### src/script_token_lexer_core_macros.svh
// assertion macros of the lexer core
`ifndef SCRIPT_TOKEN_LEXER_CORE_MACROS_SVH
`define SCRIPT_TOKEN_LEXER_CORE_MACROS_SVH
`ifndef SYNTHESIS
// check that holds in the same cycle as its condition
`define STL_ASSERT_NOW(lbl, ante, cons) \
  lbl: assert property (@(posedge clk_i) disable iff (!rst_ni) (ante) |-> (cons)) \
    else $error("lexer core check failed");
// check that holds in the cycle after its condition
`define STL_ASSERT_NEXT(lbl, ante, cons) \
  lbl: assert property (@(posedge clk_i) disable iff (!rst_ni) (ante) |=> (cons)) \
    else $error("lexer core check failed");
`else
`define STL_ASSERT_NOW(lbl, ante, cons)
`define STL_ASSERT_NEXT(lbl, ante, cons)
`endif
`endif

### src/stl_pkg.sv
// types, token codes and keyword table of the lexer core
package stl_pkg;

  // token kinds
  localparam logic [4:0] K_INT     = 5'd0;
  localparam logic [4:0] K_IDENT   = 5'd1;
  localparam logic [4:0] K_KW_BASE = 5'd2;
  localparam logic [4:0] K_LPAREN  = 5'd16;
  localparam logic [4:0] K_RPAREN  = 5'd17;
  localparam logic [4:0] K_COMMA   = 5'd18;
  localparam logic [4:0] K_ASSIGN  = 5'd19;
  localparam logic [4:0] K_EQ      = 5'd20;
  localparam logic [4:0] K_NE      = 5'd21;
  localparam logic [4:0] K_LT      = 5'd22;
  localparam logic [4:0] K_LE      = 5'd23;
  localparam logic [4:0] K_GT      = 5'd24;
  localparam logic [4:0] K_GE      = 5'd25;
  localparam logic [4:0] K_PLUS    = 5'd26;
  localparam logic [4:0] K_MINUS   = 5'd27;
  localparam logic [4:0] K_STAR    = 5'd28;
  localparam logic [4:0] K_SLASH   = 5'd29;
  localparam logic [4:0] K_PERCENT = 5'd30;
  localparam logic [4:0] K_EOF     = 5'd31;

  // error codes
  localparam logic [2:0] E_NONE     = 3'd0;
  localparam logic [2:0] E_OVERFLOW = 3'd1;
  localparam logic [2:0] E_BANG     = 3'd2;
  localparam logic [2:0] E_CHAR     = 3'd3;
  localparam logic [2:0] E_LONG     = 3'd4;

  // saturation limits of line and column, and the integer overflow limit
  localparam logic [19:0] LINE_MAX = 20'hFFFFF;
  localparam logic [15:0] COL_MAX  = 16'hFFFF;
  localparam logic [62:0] INT_MAX  = {63{1'b1}};

  localparam int NUM_KW = 14;

  // one single-result token
  typedef struct packed {
    logic [4:0]  kind;
    logic [2:0]  err;
    logic [62:0] val;
    logic [19:0] line;
    logic [15:0] col;
  } tok_t;

  function automatic tok_t mk_tok(input logic [4:0] kind, input logic [2:0] err,
                                  input logic [62:0] val, input logic [19:0] line,
                                  input logic [15:0] col);
    tok_t t;
    t.kind = kind;
    t.err  = err;
    t.val  = val;
    t.line = line;
    t.col  = col;
    return t;
  endfunction

  // keyword text, left aligned in six bytes
  function automatic logic [7:0] kw_char(input logic [3:0] k, input logic [2:0] p);
    logic [47:0] s;
    case (k)
      4'd0:    s = {"if", 32'h0};
      4'd1:    s = {"then", 16'h0};
      4'd2:    s = {"else", 16'h0};
      4'd3:    s = {"end", 24'h0};
      4'd4:    s = {"while", 8'h0};
      4'd5:    s = {"do", 32'h0};
      4'd6:    s = "repeat";
      4'd7:    s = {"func", 16'h0};
      4'd8:    s = "return";
      4'd9:    s = {"true", 16'h0};
      4'd10:   s = {"false", 8'h0};
      4'd11:   s = {"and", 24'h0};
      4'd12:   s = {"or", 32'h0};
      4'd13:   s = {"not", 24'h0};
      default: s = '0;
    endcase
    return (p > 3'd5) ? 8'h00 : s[8*(3'd5 - p) +: 8];
  endfunction

  function automatic logic [2:0] kw_len(input logic [3:0] k);
    logic [2:0] l;
    case (k)
      4'd0, 4'd5, 4'd12:          l = 3'd2;
      4'd3, 4'd11, 4'd13:         l = 3'd3;
      4'd1, 4'd2, 4'd7, 4'd9:     l = 3'd4;
      4'd4, 4'd10:                l = 3'd5;
      4'd6, 4'd8:                 l = 3'd6;
      default:                    l = 3'd0;
    endcase
    return l;
  endfunction

endpackage

### src/stl_ram.sv
// simple dual-port ram with registered read
module stl_ram #(
  parameter int WIDTH = 8,
  parameter int DEPTH = 32
) (
  input  logic                     clk_i,
  input  logic                     we_i,
  input  logic [$clog2(DEPTH)-1:0] waddr_i,
  input  logic [WIDTH-1:0]         wdata_i,
  input  logic [$clog2(DEPTH)-1:0] raddr_i,
  output logic [WIDTH-1:0]         rdata_o
);

  logic [WIDTH-1:0] mem [DEPTH];

  // write port and registered read port
  always_ff @(posedge clk_i) begin
    if (we_i) begin
      mem[waddr_i] <= wdata_i;
    end
    rdata_o <= mem[raddr_i];
  end

endmodule

### src/script_token_lexer_core.sv
// streaming lexer core: byte requests in, token result requests out
//
//   channel | handshake               | payload
//   --------+-------------------------+------------------------------------------
//   in      | in_valid_i / in_stall_o | ch_i, has_char_i, end_of_source_i
//   out     | out_valid_o/ out_stall_i| kind_o .. last_o (results of each request)
//
// one input request per cycle while each gives at most one result and out flows
// a request that ends an identifier holds the input while the text run drains
// from the buffer ram, one byte per cycle while out flows
// one request gives up to three single tokens, or two and a text run
// reset clears the lexer state; a stalled result holds the input until the
// last result of its request loads into the output register
`include "script_token_lexer_core_macros.svh"

module script_token_lexer_core
  import stl_pkg::*;
#(
  parameter int MAX_IDENT_LEN = 32
) (
  input  logic        clk_i,
  input  logic        rst_ni,
  input  logic        in_valid_i,
  output logic        in_stall_o,
  input  logic [7:0]  ch_i,
  input  logic        has_char_i,
  input  logic        end_of_source_i,
  output logic        out_valid_o,
  input  logic        out_stall_i,
  output logic [4:0]  kind_o,
  output logic [2:0]  error_code_o,
  output logic [62:0] int_value_o,
  output logic [19:0] line_no_o,
  output logic [15:0] col_no_o,
  output logic        has_text_o,
  output logic [7:0]  text_byte_o,
  output logic [4:0]  text_pos_o,
  output logic        token_end_o,
  output logic        last_o
);

  localparam int LW = $clog2(MAX_IDENT_LEN + 1);
  localparam int IW = $clog2(MAX_IDENT_LEN);

  // lexer modes
  localparam logic [2:0] M_IDLE    = 3'd0;
  localparam logic [2:0] M_INT     = 3'd1;
  localparam logic [2:0] M_IDENT   = 3'd2;
  localparam logic [2:0] M_COMMENT = 3'd3;
  localparam logic [2:0] M_EQ      = 3'd4;
  localparam logic [2:0] M_BANG    = 3'd5;
  localparam logic [2:0] M_LT      = 3'd6;
  localparam logic [2:0] M_GT      = 3'd7;

  localparam logic [7:0] CH_LF = 8'h0A;

  // lexer state
  logic [2:0]    mode_q, mode_d;
  logic [62:0]   acc_q, acc_d;
  logic [LW-1:0] len_q, len_d;
  logic [13:0]   cand_q, cand_d;
  logic [19:0]   sl_q, sl_d, cl_q, cl_d;
  logic [15:0]   sc_q, sc_d, cc_q, cc_d;
  logic          halted_q, halted_d;

  // pending results of the last request
  logic          pend_valid_q;
  tok_t          slots_q [3];
  logic [1:0]    n_q;
  logic [1:0]    slot_ptr_q;
  logic          id_fl_q;
  logic [1:0]    id_pos_q;
  logic [LW-1:0] id_len_q, id_idx_q;
  logic [4:0]    id_kind_q;
  logic [19:0]   id_line_q;
  logic [15:0]   id_col_q;

  // results computed for the request at the input
  tok_t          slots_c [3];
  logic [1:0]    n_c;
  logic          id_fl_c;
  logic [1:0]    id_pos_c;
  logic [LW-1:0] id_len_c;
  logic [4:0]    id_kind_c;
  logic [19:0]   id_line_c;
  logic [15:0]   id_col_c;

  // buffer write and read
  logic          we_c;
  logic [IW-1:0] waddr_c, raddr;
  logic [7:0]    rdata;
  logic          byp_hit_q;
  logic [7:0]    byp_data_q;

  // sequencer
  logic          in_acc, load, id_left, id_turn, fin_pick;
  tok_t          cur_slot;

  // keyword lookup on the candidate mask
  function automatic logic [4:0] kw_match(input logic [13:0] cd, input logic [LW-1:0] ln);
    logic [4:0] kd;
    logic       found;
    kd    = K_IDENT;
    found = 1'b0;
    for (int k = 0; k < NUM_KW; k++) begin
      if (!found && cd[k] && (ln == LW'(kw_len(4'(k))))) begin
        kd    = K_KW_BASE + 5'(k);
        found = 1'b1;
      end
    end
    return kd;
  endfunction

  // one request through the lexer
  always_comb begin : step
    logic        is_dig, is_alp, go_flush, go_idle;
    logic [66:0] prod;
    logic [4:0]  op_kind;
    mode_d   = mode_q;
    acc_d    = acc_q;
    len_d    = len_q;
    cand_d   = cand_q;
    sl_d     = sl_q;
    sc_d     = sc_q;
    cl_d     = cl_q;
    cc_d     = cc_q;
    halted_d = halted_q;
    for (int i = 0; i < 3; i++) begin
      slots_c[i] = '0;
    end
    n_c       = 2'd0;
    id_fl_c   = 1'b0;
    id_pos_c  = 2'd0;
    id_len_c  = len_q;
    id_kind_c = K_IDENT;
    id_line_c = sl_q;
    id_col_c  = sc_q;
    we_c      = 1'b0;
    waddr_c   = '0;
    go_flush  = 1'b0;
    go_idle   = 1'b0;
    op_kind   = K_EQ;
    is_dig    = (ch_i >= "0") && (ch_i <= "9");
    is_alp    = ((ch_i >= "a") && (ch_i <= "z")) || ((ch_i >= "A") && (ch_i <= "Z"))
                || (ch_i == "_");
    prod      = {1'b0, acc_q, 3'b000} + {3'b000, acc_q, 1'b0} + {63'd0, ch_i[3:0]};

    if (has_char_i && !halted_d) begin
      // continue the token in progress
      case (mode_d)
        M_INT: begin
          if (is_dig) begin
            if (prod > {4'd0, INT_MAX}) begin
              slots_c[n_c] = mk_tok(K_INT, E_OVERFLOW, '0, sl_d, sc_d);
              n_c = n_c + 2'd1;
              halted_d = 1'b1;
              mode_d = M_IDLE;
            end else begin
              acc_d = prod[62:0];
            end
          end else begin
            go_flush = 1'b1;
          end
        end
        M_IDENT: begin
          if (is_alp || is_dig) begin
            if (len_d >= LW'(MAX_IDENT_LEN)) begin
              slots_c[n_c] = mk_tok(K_INT, E_LONG, '0, sl_d, sc_d);
              n_c = n_c + 2'd1;
              halted_d = 1'b1;
              mode_d = M_IDLE;
            end else begin
              we_c = 1'b1;
              waddr_c = len_d[IW-1:0];
              for (int k = 0; k < NUM_KW; k++) begin
                cand_d[k] = cand_d[k] && (len_d < LW'(kw_len(4'(k))))
                            && (kw_char(4'(k), len_d[2:0]) == ch_i);
              end
              len_d = len_d + LW'(1);
            end
          end else begin
            go_flush = 1'b1;
          end
        end
        M_COMMENT: begin
          if (ch_i == CH_LF) begin
            mode_d = M_IDLE;
          end
        end
        M_EQ, M_BANG, M_LT, M_GT: begin
          if (ch_i == "=") begin
            case (mode_d)
              M_EQ:    op_kind = K_EQ;
              M_BANG:  op_kind = K_NE;
              M_LT:    op_kind = K_LE;
              default: op_kind = K_GE;
            endcase
            slots_c[n_c] = mk_tok(op_kind, E_NONE, '0, sl_d, sc_d);
            n_c = n_c + 2'd1;
            mode_d = M_IDLE;
          end else if (mode_d == M_BANG) begin
            slots_c[n_c] = mk_tok(K_INT, E_BANG, '0, sl_d, sc_d);
            n_c = n_c + 2'd1;
            halted_d = 1'b1;
            mode_d = M_IDLE;
          end else begin
            go_flush = 1'b1;
          end
        end
        default: go_flush = 1'b1;
      endcase

      // close the token held by the mode
      if (go_flush) begin
        case (mode_d)
          M_INT: begin
            slots_c[n_c] = mk_tok(K_INT, E_NONE, acc_d, sl_d, sc_d);
            n_c = n_c + 2'd1;
          end
          M_IDENT: begin
            id_fl_c   = 1'b1;
            id_pos_c  = n_c;
            id_len_c  = len_d;
            id_kind_c = kw_match(cand_d, len_d);
            id_line_c = sl_d;
            id_col_c  = sc_d;
            len_d     = '0;
          end
          M_EQ: begin
            slots_c[n_c] = mk_tok(K_ASSIGN, E_NONE, '0, sl_d, sc_d);
            n_c = n_c + 2'd1;
          end
          M_LT: begin
            slots_c[n_c] = mk_tok(K_LT, E_NONE, '0, sl_d, sc_d);
            n_c = n_c + 2'd1;
          end
          M_GT: begin
            slots_c[n_c] = mk_tok(K_GT, E_NONE, '0, sl_d, sc_d);
            n_c = n_c + 2'd1;
          end
          default: ;
        endcase
        mode_d  = M_IDLE;
        go_idle = !halted_d;
      end

      // start a new token from idle
      if (go_idle) begin
        if ((ch_i == " ") || (ch_i == 8'h09) || (ch_i == 8'h0D) || (ch_i == CH_LF)) begin
          mode_d = M_IDLE;
        end else if (ch_i == "#") begin
          mode_d = M_COMMENT;
        end else if (is_dig) begin
          sl_d   = cl_q;
          sc_d   = cc_q;
          acc_d  = {59'd0, ch_i[3:0]};
          mode_d = M_INT;
        end else if (is_alp) begin
          sl_d    = cl_q;
          sc_d    = cc_q;
          we_c    = 1'b1;
          waddr_c = '0;
          for (int k = 0; k < NUM_KW; k++) begin
            cand_d[k] = (kw_char(4'(k), 3'd0) == ch_i);
          end
          len_d  = LW'(1);
          mode_d = M_IDENT;
        end else begin
          case (ch_i)
            "(", ")", ",", "+", "-", "*", "/", "%": begin
              case (ch_i)
                "(":     op_kind = K_LPAREN;
                ")":     op_kind = K_RPAREN;
                ",":     op_kind = K_COMMA;
                "+":     op_kind = K_PLUS;
                "-":     op_kind = K_MINUS;
                "*":     op_kind = K_STAR;
                "/":     op_kind = K_SLASH;
                default: op_kind = K_PERCENT;
              endcase
              slots_c[n_c] = mk_tok(op_kind, E_NONE, '0, cl_q, cc_q);
              n_c = n_c + 2'd1;
            end
            "=", "!", "<", ">": begin
              case (ch_i)
                "=":     mode_d = M_EQ;
                "!":     mode_d = M_BANG;
                "<":     mode_d = M_LT;
                default: mode_d = M_GT;
              endcase
              sl_d = cl_q;
              sc_d = cc_q;
            end
            default: begin
              slots_c[n_c] = mk_tok(K_INT, E_CHAR, '0, cl_q, cc_q);
              n_c = n_c + 2'd1;
              halted_d = 1'b1;
              mode_d = M_IDLE;
            end
          endcase
        end
      end

      // position update, saturating
      if (ch_i == CH_LF) begin
        if (cl_d != LINE_MAX) begin
          cl_d = cl_d + 20'd1;
        end
        cc_d = 16'd1;
      end else if (cc_d != COL_MAX) begin
        cc_d = cc_d + 16'd1;
      end
    end

    // end of source: unless halted, close the open token and, if no error arose, add end of input; restart
    if (end_of_source_i) begin
      if (!halted_d) begin
        case (mode_d)
          M_INT: begin
            slots_c[n_c] = mk_tok(K_INT, E_NONE, acc_d, sl_d, sc_d);
            n_c = n_c + 2'd1;
          end
          M_IDENT: begin
            id_fl_c   = 1'b1;
            id_pos_c  = n_c;
            id_len_c  = len_d;
            id_kind_c = kw_match(cand_d, len_d);
            id_line_c = sl_d;
            id_col_c  = sc_d;
          end
          M_EQ: begin
            slots_c[n_c] = mk_tok(K_ASSIGN, E_NONE, '0, sl_d, sc_d);
            n_c = n_c + 2'd1;
          end
          M_LT: begin
            slots_c[n_c] = mk_tok(K_LT, E_NONE, '0, sl_d, sc_d);
            n_c = n_c + 2'd1;
          end
          M_GT: begin
            slots_c[n_c] = mk_tok(K_GT, E_NONE, '0, sl_d, sc_d);
            n_c = n_c + 2'd1;
          end
          M_BANG: begin
            slots_c[n_c] = mk_tok(K_INT, E_BANG, '0, sl_d, sc_d);
            n_c = n_c + 2'd1;
            halted_d = 1'b1;
          end
          default: ;
        endcase
        if (!halted_d) begin
          slots_c[n_c] = mk_tok(K_EOF, E_NONE, '0, cl_d, cc_d);
          n_c = n_c + 2'd1;
        end
      end
      mode_d   = M_IDLE;
      acc_d    = '0;
      len_d    = '0;
      sl_d     = 20'd1;
      sc_d     = 16'd1;
      cl_d     = 20'd1;
      cc_d     = 16'd1;
      halted_d = 1'b0;
    end
  end

  // output sequencing over the pending results
  assign id_left  = id_fl_q && (id_idx_q != id_len_q);
  assign id_turn  = id_left && (slot_ptr_q == id_pos_q);
  assign cur_slot = (slot_ptr_q == 2'd2) ? slots_q[2] :
                    (slot_ptr_q == 2'd1) ? slots_q[1] : slots_q[0];
  assign fin_pick = id_turn ? (((id_idx_q + LW'(1)) == id_len_q) && (slot_ptr_q == n_q))
                            : (((slot_ptr_q + 2'd1) == n_q) && !id_left);
  assign load       = pend_valid_q && (!out_valid_o || !out_stall_i);
  assign in_stall_o = pend_valid_q && !(load && fin_pick);
  assign in_acc     = in_valid_i && !in_stall_o;

  // read ahead so the next text byte is ready when its turn comes
  always_comb begin
    if (in_acc && id_fl_c) begin
      raddr = '0;
    end else if (load && id_turn) begin
      raddr = IW'(id_idx_q + LW'(1));
    end else begin
      raddr = IW'(id_idx_q);
    end
  end

  // identifier text buffer
  stl_ram #(
    .WIDTH (8),
    .DEPTH (MAX_IDENT_LEN)
  ) u_text_ram (
    .clk_i   (clk_i),
    .we_i    (in_acc && we_c),
    .waddr_i (waddr_c),
    .wdata_i (ch_i),
    .raddr_i (raddr),
    .rdata_o (rdata)
  );

  // bypass for a read of the byte written in the same cycle
  always_ff @(posedge clk_i) begin
    byp_hit_q  <= in_acc && we_c && (waddr_c == raddr);
    byp_data_q <= ch_i;
  end

  // lexer state registers
  always_ff @(posedge clk_i or negedge rst_ni) begin
    if (!rst_ni) begin
      mode_q   <= M_IDLE;
      acc_q    <= '0;
      len_q    <= '0;
      cand_q   <= '0;
      sl_q     <= 20'd1;
      sc_q     <= 16'd1;
      cl_q     <= 20'd1;
      cc_q     <= 16'd1;
      halted_q <= 1'b0;
    end else if (in_acc) begin
      mode_q   <= mode_d;
      acc_q    <= acc_d;
      len_q    <= len_d;
      cand_q   <= cand_d;
      sl_q     <= sl_d;
      sc_q     <= sc_d;
      cl_q     <= cl_d;
      cc_q     <= cc_d;
      halted_q <= halted_d;
    end
  end

  // pending result control
  always_ff @(posedge clk_i or negedge rst_ni) begin
    if (!rst_ni) begin
      pend_valid_q <= 1'b0;
      slot_ptr_q   <= 2'd0;
      id_idx_q     <= '0;
      n_q          <= 2'd0;
      id_fl_q      <= 1'b0;
      id_pos_q     <= 2'd0;
      id_len_q     <= '0;
    end else begin
      if (load) begin
        if (fin_pick) begin
          pend_valid_q <= 1'b0;
        end else if (id_turn) begin
          id_idx_q <= id_idx_q + LW'(1);
        end else begin
          slot_ptr_q <= slot_ptr_q + 2'd1;
        end
      end
      if (in_acc && ((n_c != 2'd0) || id_fl_c)) begin
        pend_valid_q <= 1'b1;
        slot_ptr_q   <= 2'd0;
        id_idx_q     <= '0;
        n_q          <= n_c;
        id_fl_q      <= id_fl_c;
        id_pos_q     <= id_pos_c;
        id_len_q     <= id_len_c;
      end
    end
  end

  // pending result payload
  always_ff @(posedge clk_i) begin
    if (in_acc) begin
      slots_q   <= slots_c;
      id_kind_q <= id_kind_c;
      id_line_q <= id_line_c;
      id_col_q  <= id_col_c;
    end
  end

  // output register valid
  always_ff @(posedge clk_i or negedge rst_ni) begin
    if (!rst_ni) begin
      out_valid_o <= 1'b0;
    end else if (load) begin
      out_valid_o <= 1'b1;
    end else if (!out_stall_i) begin
      out_valid_o <= 1'b0;
    end
  end

  // output register payload
  always_ff @(posedge clk_i) begin
    if (load) begin
      last_o <= fin_pick;
      if (id_turn) begin
        kind_o       <= id_kind_q;
        error_code_o <= E_NONE;
        int_value_o  <= '0;
        line_no_o    <= id_line_q;
        col_no_o     <= id_col_q;
        has_text_o   <= 1'b1;
        text_byte_o  <= byp_hit_q ? byp_data_q : rdata;
        text_pos_o   <= 5'(id_idx_q);
        token_end_o  <= (id_idx_q + LW'(1)) == id_len_q;
      end else begin
        kind_o       <= cur_slot.kind;
        error_code_o <= cur_slot.err;
        int_value_o  <= cur_slot.val;
        line_no_o    <= cur_slot.line;
        col_no_o     <= cur_slot.col;
        has_text_o   <= 1'b0;
        text_byte_o  <= 8'h00;
        text_pos_o   <= 5'd0;
        token_end_o  <= 1'b1;
      end
    end
  end

  `STL_ASSERT_NOW(a_idle_no_stall, !pend_valid_q, !in_stall_o)
  `STL_ASSERT_NOW(a_text_idx_range, pend_valid_q, id_idx_q <= id_len_q)
  `STL_ASSERT_NOW(a_slot_ptr_range, pend_valid_q, slot_ptr_q <= n_q)
  `STL_ASSERT_NEXT(a_source_restart, in_acc && end_of_source_i, !halted_q && (mode_q == M_IDLE))

endmodule
### config.mk
export PLATFORM = sky130hd
export DESIGN_NAME = script_token_lexer_core
export DESIGN_NICKNAME = d
export VERILOG_FILES = /design/src/stl_pkg.sv /design/src/stl_ram.sv /design/src/script_token_lexer_core.sv
export VERILOG_INCLUDE_DIRS = /design/src /design/src/src
export SDC_FILE = /design/constraint.sdc
export NUM_CORES = 2
export LEC_CHECK = 0
export ABC_CLOCK_PERIOD_IN_PS = 22900
export BUFFER_PORTS_ARGS = -buffer_cell sky130_fd_sc_hd__buf_2
export CORE_ASPECT_RATIO = 0.9
export CORE_MARGIN = 4
export CORE_UTILIZATION = 50
export CTS_CLUSTER_SIZE = 12
export DETAILED_ROUTE_END_ITERATION = 7
export PLACE_DENSITY = 0.66
export SLEW_MARGIN = 40
export SYNTH_ARGS = -nofsm -noshare
export SYNTH_HDL_FRONTEND = slang
export SYNTH_SLANG_ARGS = --single-unit
### constraint.sdc
create_clock -name clk_i -period 22.9 [get_ports clk_i]
set_clock_uncertainty 0.1 [all_clocks]
set_input_delay 4.58 -clock clk_i [delete_from_list [all_inputs] [get_ports clk_i]]
set_output_delay 4.58 -clock clk_i [all_outputs]
set_load 0.01 [all_outputs]
==> results.json <==
{
  "number_of_setup_buffers_added_after_cts": 0,
  "antenna_found_initial": 3,
  "drt_iter0_markers": 4675,
  "finalWeightedCongestion": 0.934,
  "hold_path.class": "reg2reg",
  "insertion_delay_ns": 0.70,
  "layout_min_cycle_time_ns": 12.66,
  "pwr-share-seq_pct": 43.6,
  "layout.area.seq_sq_um": 27000,
  "synth-edff-count": 738,
  "total_cts_buffers": 100,
  "drtAntennaViolNets": 0,
  "cts.htree.levels": 3,
  "die_area_sq_um": 107000,
  "drt-vias-per-instance": 6.32,
  "ys_seq_area_share_pct": 53.0,
  "synth_top_area_share_pct": 43.5,
  "worst-r2r-setup-slack_ns": 14.60,
  "most_common_library_cells_after_synthesis": "sky130_fd_sc_hd__edfxtp_1, sky130_fd_sc_hd__nand2_1, sky130_fd_sc_hd__nor2_1",
  "tritoncts_num_sinks": 935,
  "share_of_synthesized_flip_flops_with_an_asynchronous_set_or_reset_pct": 19.3,
  "finalSetupTns_ns": 0,
  "detailedPlace.worstSlack_ns": 9.54,
  "n_fill_cell": 8723,
  "syn-instance-count": 5064,
  "yosysWarningCount": 0,
  "cp_max_fo": 63,
  "post_cts_hold_buffer_count": 0,
  "finalSetupViolations": 0,
  "horizontal_die_dimension_microns": 345,
  "drt-pass1-iter-count": 8,
  "pwr-share-comb_pct": 27.1,
  "cts_buffer_depth": 3,
  "design.portCount": 139,
  "worst_path_max_delay_cell": "sky130_fd_sc_hd__nand2_1",
  "final-hold-violation-count": 0,
  "final.period_utilization_pct": 55.3,
  "cts_root_buf": "sky130_fd_sc_hd__clkbuf_16",
  "detail_route.drc_violations": 0,
  "pwr_dens_nw_per_um2": 95.9,
  "crit_type": "in2reg",
  "layout.nets": 5196,
  "worst_hold_depth": 2,
  "cellInternalPower_mw": 3.55,
  "post-place-cells": 6268,
  "grt_setup_unrepaired": "no",
  "antenna-diode-count": 0,
  "grt_pass1_wl_mm": 233,
  "power_leakage_nw": 20.2,
  "synth_cell_types": 102,
  "final_core_utilization_pct": 55.8,
  "fp.coreArea_sq_um": 101000,
  "max_freq_ghz": 0.0790,
  "top_cell_type_by_total_area_after_synthesis": "sky130_fd_sc_hd__edfxtp_1",
  "timing.final.ws_setup_ns": 10.25,
  "power.switching_fraction_pct": 34.0,
  "reg2reg_depth": 28,
  "post_drt_wl_per_cell_microns": 23.5,
  "placement_rows": 110,
  "max-cap-violations": 0,
  "timing.critical_path.to_type": "flip-flop",
  "all_layer_gr_usage_pct": 27.7,
  "syn_area_per_cell_sq_um": 10.1,
  "crit_path_start_kind": "primary input",
  "initial_utilization_pct": 50.7,
  "grt_pass1_vias": 38700,
  "wl_mm": 151,
  "ys.flop_type": "sky130_fd_sc_hd__edfxtp_1",
  "synthMostInstantiatedCell": "sky130_fd_sc_hd__edfxtp_1",
  "critPathMostFrequentCell": "sky130_fd_sc_hd__ha_1",
  "cts_repair_resize_count": 0,
  "multiInputGateArea_sq_um": 22500,
  "pin_count_of_the_biggest_net_entering_global_routing": 166,
  "area_growth_syn_to_layout_pct": 10.2,
  "routed-via-count": 40800,
  "tritoncts": "built",
  "final_cell_count_no_fill": 6454,
  "relative_slew_slack_pct": 37.7,
  "clkTransAtPathRegs_ns": 0.06,
  "synth.top_cells.by_area": "sky130_fd_sc_hd__edfxtp_1, sky130_fd_sc_hd__dfrtp_1, sky130_fd_sc_hd__nand2_1",
  "portBuffers": 138,
  "slew_violations": 0,
  "tightest_slew_ns": 0.925,
  "net-switching-power_mw": 1.83,
  "timing.critical_path.arrival_ns": 12.94,
  "post_synth_instance_area_sq_um": 51000,
  "clkPwrFrac_pct": 29.3,
  "dp.final_hpwl_mm": 96.1,
  "power.ir.vdd_worst_uv": 75.6,
  "run_status": "finished clean",
  "grt.overflow.total": 0,
  "crit_required_ns": 23.19,
  "floorplan.die.height_microns": 311,
  "crit_path_max_incr_delay_ns": 0.68,
  "syn-num-nets": 5231,
  "synth_seq_cells": 935,
  "layout-drive-gt1-share_pct": 9.53
}
-- stage by stage --
| stage | power (mW) | cell area (sq um) | hold slack [ns] |
|---|---|---|---|
| floorplan | 3.37 | 51000 | 0.355 |
| global placement | 3.80 | 52700 | 0.373 |
| detailed placement | 3.82 | 52900 | 0.375 |
| CTS | 5.40 | 56100 | 0.384 |
| global route | 5.63 | 56200 | 0.417 |
| finish | 5.39 | 56200 | 0.384 |
-- sequential cells by signal (all words and copies together), names as in the netlist, 14 cells and up --
name	flops
acc_q	63
cand_q	14
cc_q	16
cl_q	20
col_no_o	16
id_col_q	16
id_line_q	20
int_value_o	63
line_no_o	20
sc_q	16
sl_q	20
slots_q	319
u_text_ram.mem	256
-- power groups by stage --
stage               logic [mW]  registers [mW]  clock network, mW
finish                    1.46            2.35               1.58
global route              1.59            2.38               1.67
CTS                       1.45            2.35               1.60
detailed placement        1.44            2.38                  0
global placement          1.42            2.38                  0
floorplan                0.894            2.48                  0
-- cell type report --
cell class	instances	share of cell area, %
clock buffers	142	4.88
well taps	1344	2.99
repair buffers	225	2.78
flip-flops and latches	935	48.1
inverters	66	0.463
multi-input cells	3701	40.1
clock inverters	41	0.711
-- cell families (layout without fill, tap and decap cells) --
group	Yosys count	in the layout	share of synthesized area, %
xor+xnor	139	139	2.40
fa+ha+maj	153	153	3.79
buf+inv	428	474	3.39
mux	240	240	4.85
flops	935	935	53.0
simple gates	1740	1740	14.9
compound gates	1429	1429	17.7
-- worst paths after layout --
path / from / endpoint
max: ch_i[3] / slots_q[277]
min: sc_q[0] / sc_q[0]
max reg2reg: acc_q[0] / slots_q[277]
min reg2reg: sc_q[0] / sc_q[0]
max in group asynchronous: rst_ni / acc_q[13]
min in group asynchronous: rst_ni / sc_q[10]
-- critical path: cells and delay by family --
kind                       cells  cell delay, ns
AOI/OAI and AO/OA             12            2.81
adders and majority gates      6            2.03
buffers and inverters          6            1.40
muxes                          1            0.25
and+or+nand+nor                5            1.82
-- placed cells by master (no fill, tap or decap), types with 24 or more instances in the layout --
| master | n |
|---|---|
| sky130_fd_sc_hd__nand3_1 | 104 |
| sky130_fd_sc_hd__and2_1 | 24 |
| sky130_fd_sc_hd__a22o_1 | 51 |
| sky130_fd_sc_hd__o21a_1 | 34 |
| sky130_fd_sc_hd__nand2_1 | 690 |
| sky130_fd_sc_hd__o21ai_0 | 338 |
| sky130_fd_sc_hd__a221oi_1 | 34 |
| sky130_fd_sc_hd__a22oi_1 | 75 |
| sky130_fd_sc_hd__clkbuf_1 | 34 |
| sky130_fd_sc_hd__buf_2 | 137 |
| sky130_fd_sc_hd__nand2b_1 | 31 |
| sky130_fd_sc_hd__inv_1 | 63 |
| sky130_fd_sc_hd__nor2b_1 | 24 |
| sky130_fd_sc_hd__mux2i_1 | 217 |
| sky130_fd_sc_hd__a31oi_1 | 58 |
| sky130_fd_sc_hd__o22ai_1 | 109 |
| sky130_fd_sc_hd__o31ai_1 | 49 |
| sky130_fd_sc_hd__xnor2_1 | 79 |
| sky130_fd_sc_hd__a21o_1 | 26 |
| sky130_fd_sc_hd__nor2_1 | 572 |
| sky130_fd_sc_hd__dfrtp_1 | 176 |
| sky130_fd_sc_hd__xor2_1 | 55 |
| sky130_fd_sc_hd__a211oi_1 | 35 |
| sky130_fd_sc_hd__buf_4 | 65 |
| sky130_fd_sc_hd__nand4_1 | 57 |
| sky130_fd_sc_hd__clkbuf_16 | 100 |
| sky130_fd_sc_hd__nor3_1 | 69 |
| sky130_fd_sc_hd__and3_1 | 26 |
| sky130_fd_sc_hd__edfxtp_1 | 738 |
| sky130_fd_sc_hd__ha_1 | 149 |
| sky130_fd_sc_hd__o211ai_1 | 40 |
| sky130_fd_sc_hd__a21oi_1 | 392 |
-- routing by layer --
layer	GRT usage (%)	share of wire (%)	vias up
met4	6.96	2.5	2
met5	0	0.0073	-
li1	-	-	18700
met2	42.3	45	2050
met1	40.9	43	19700
met3	5.12	9.6	283
(Power assumes the default switching activity.)
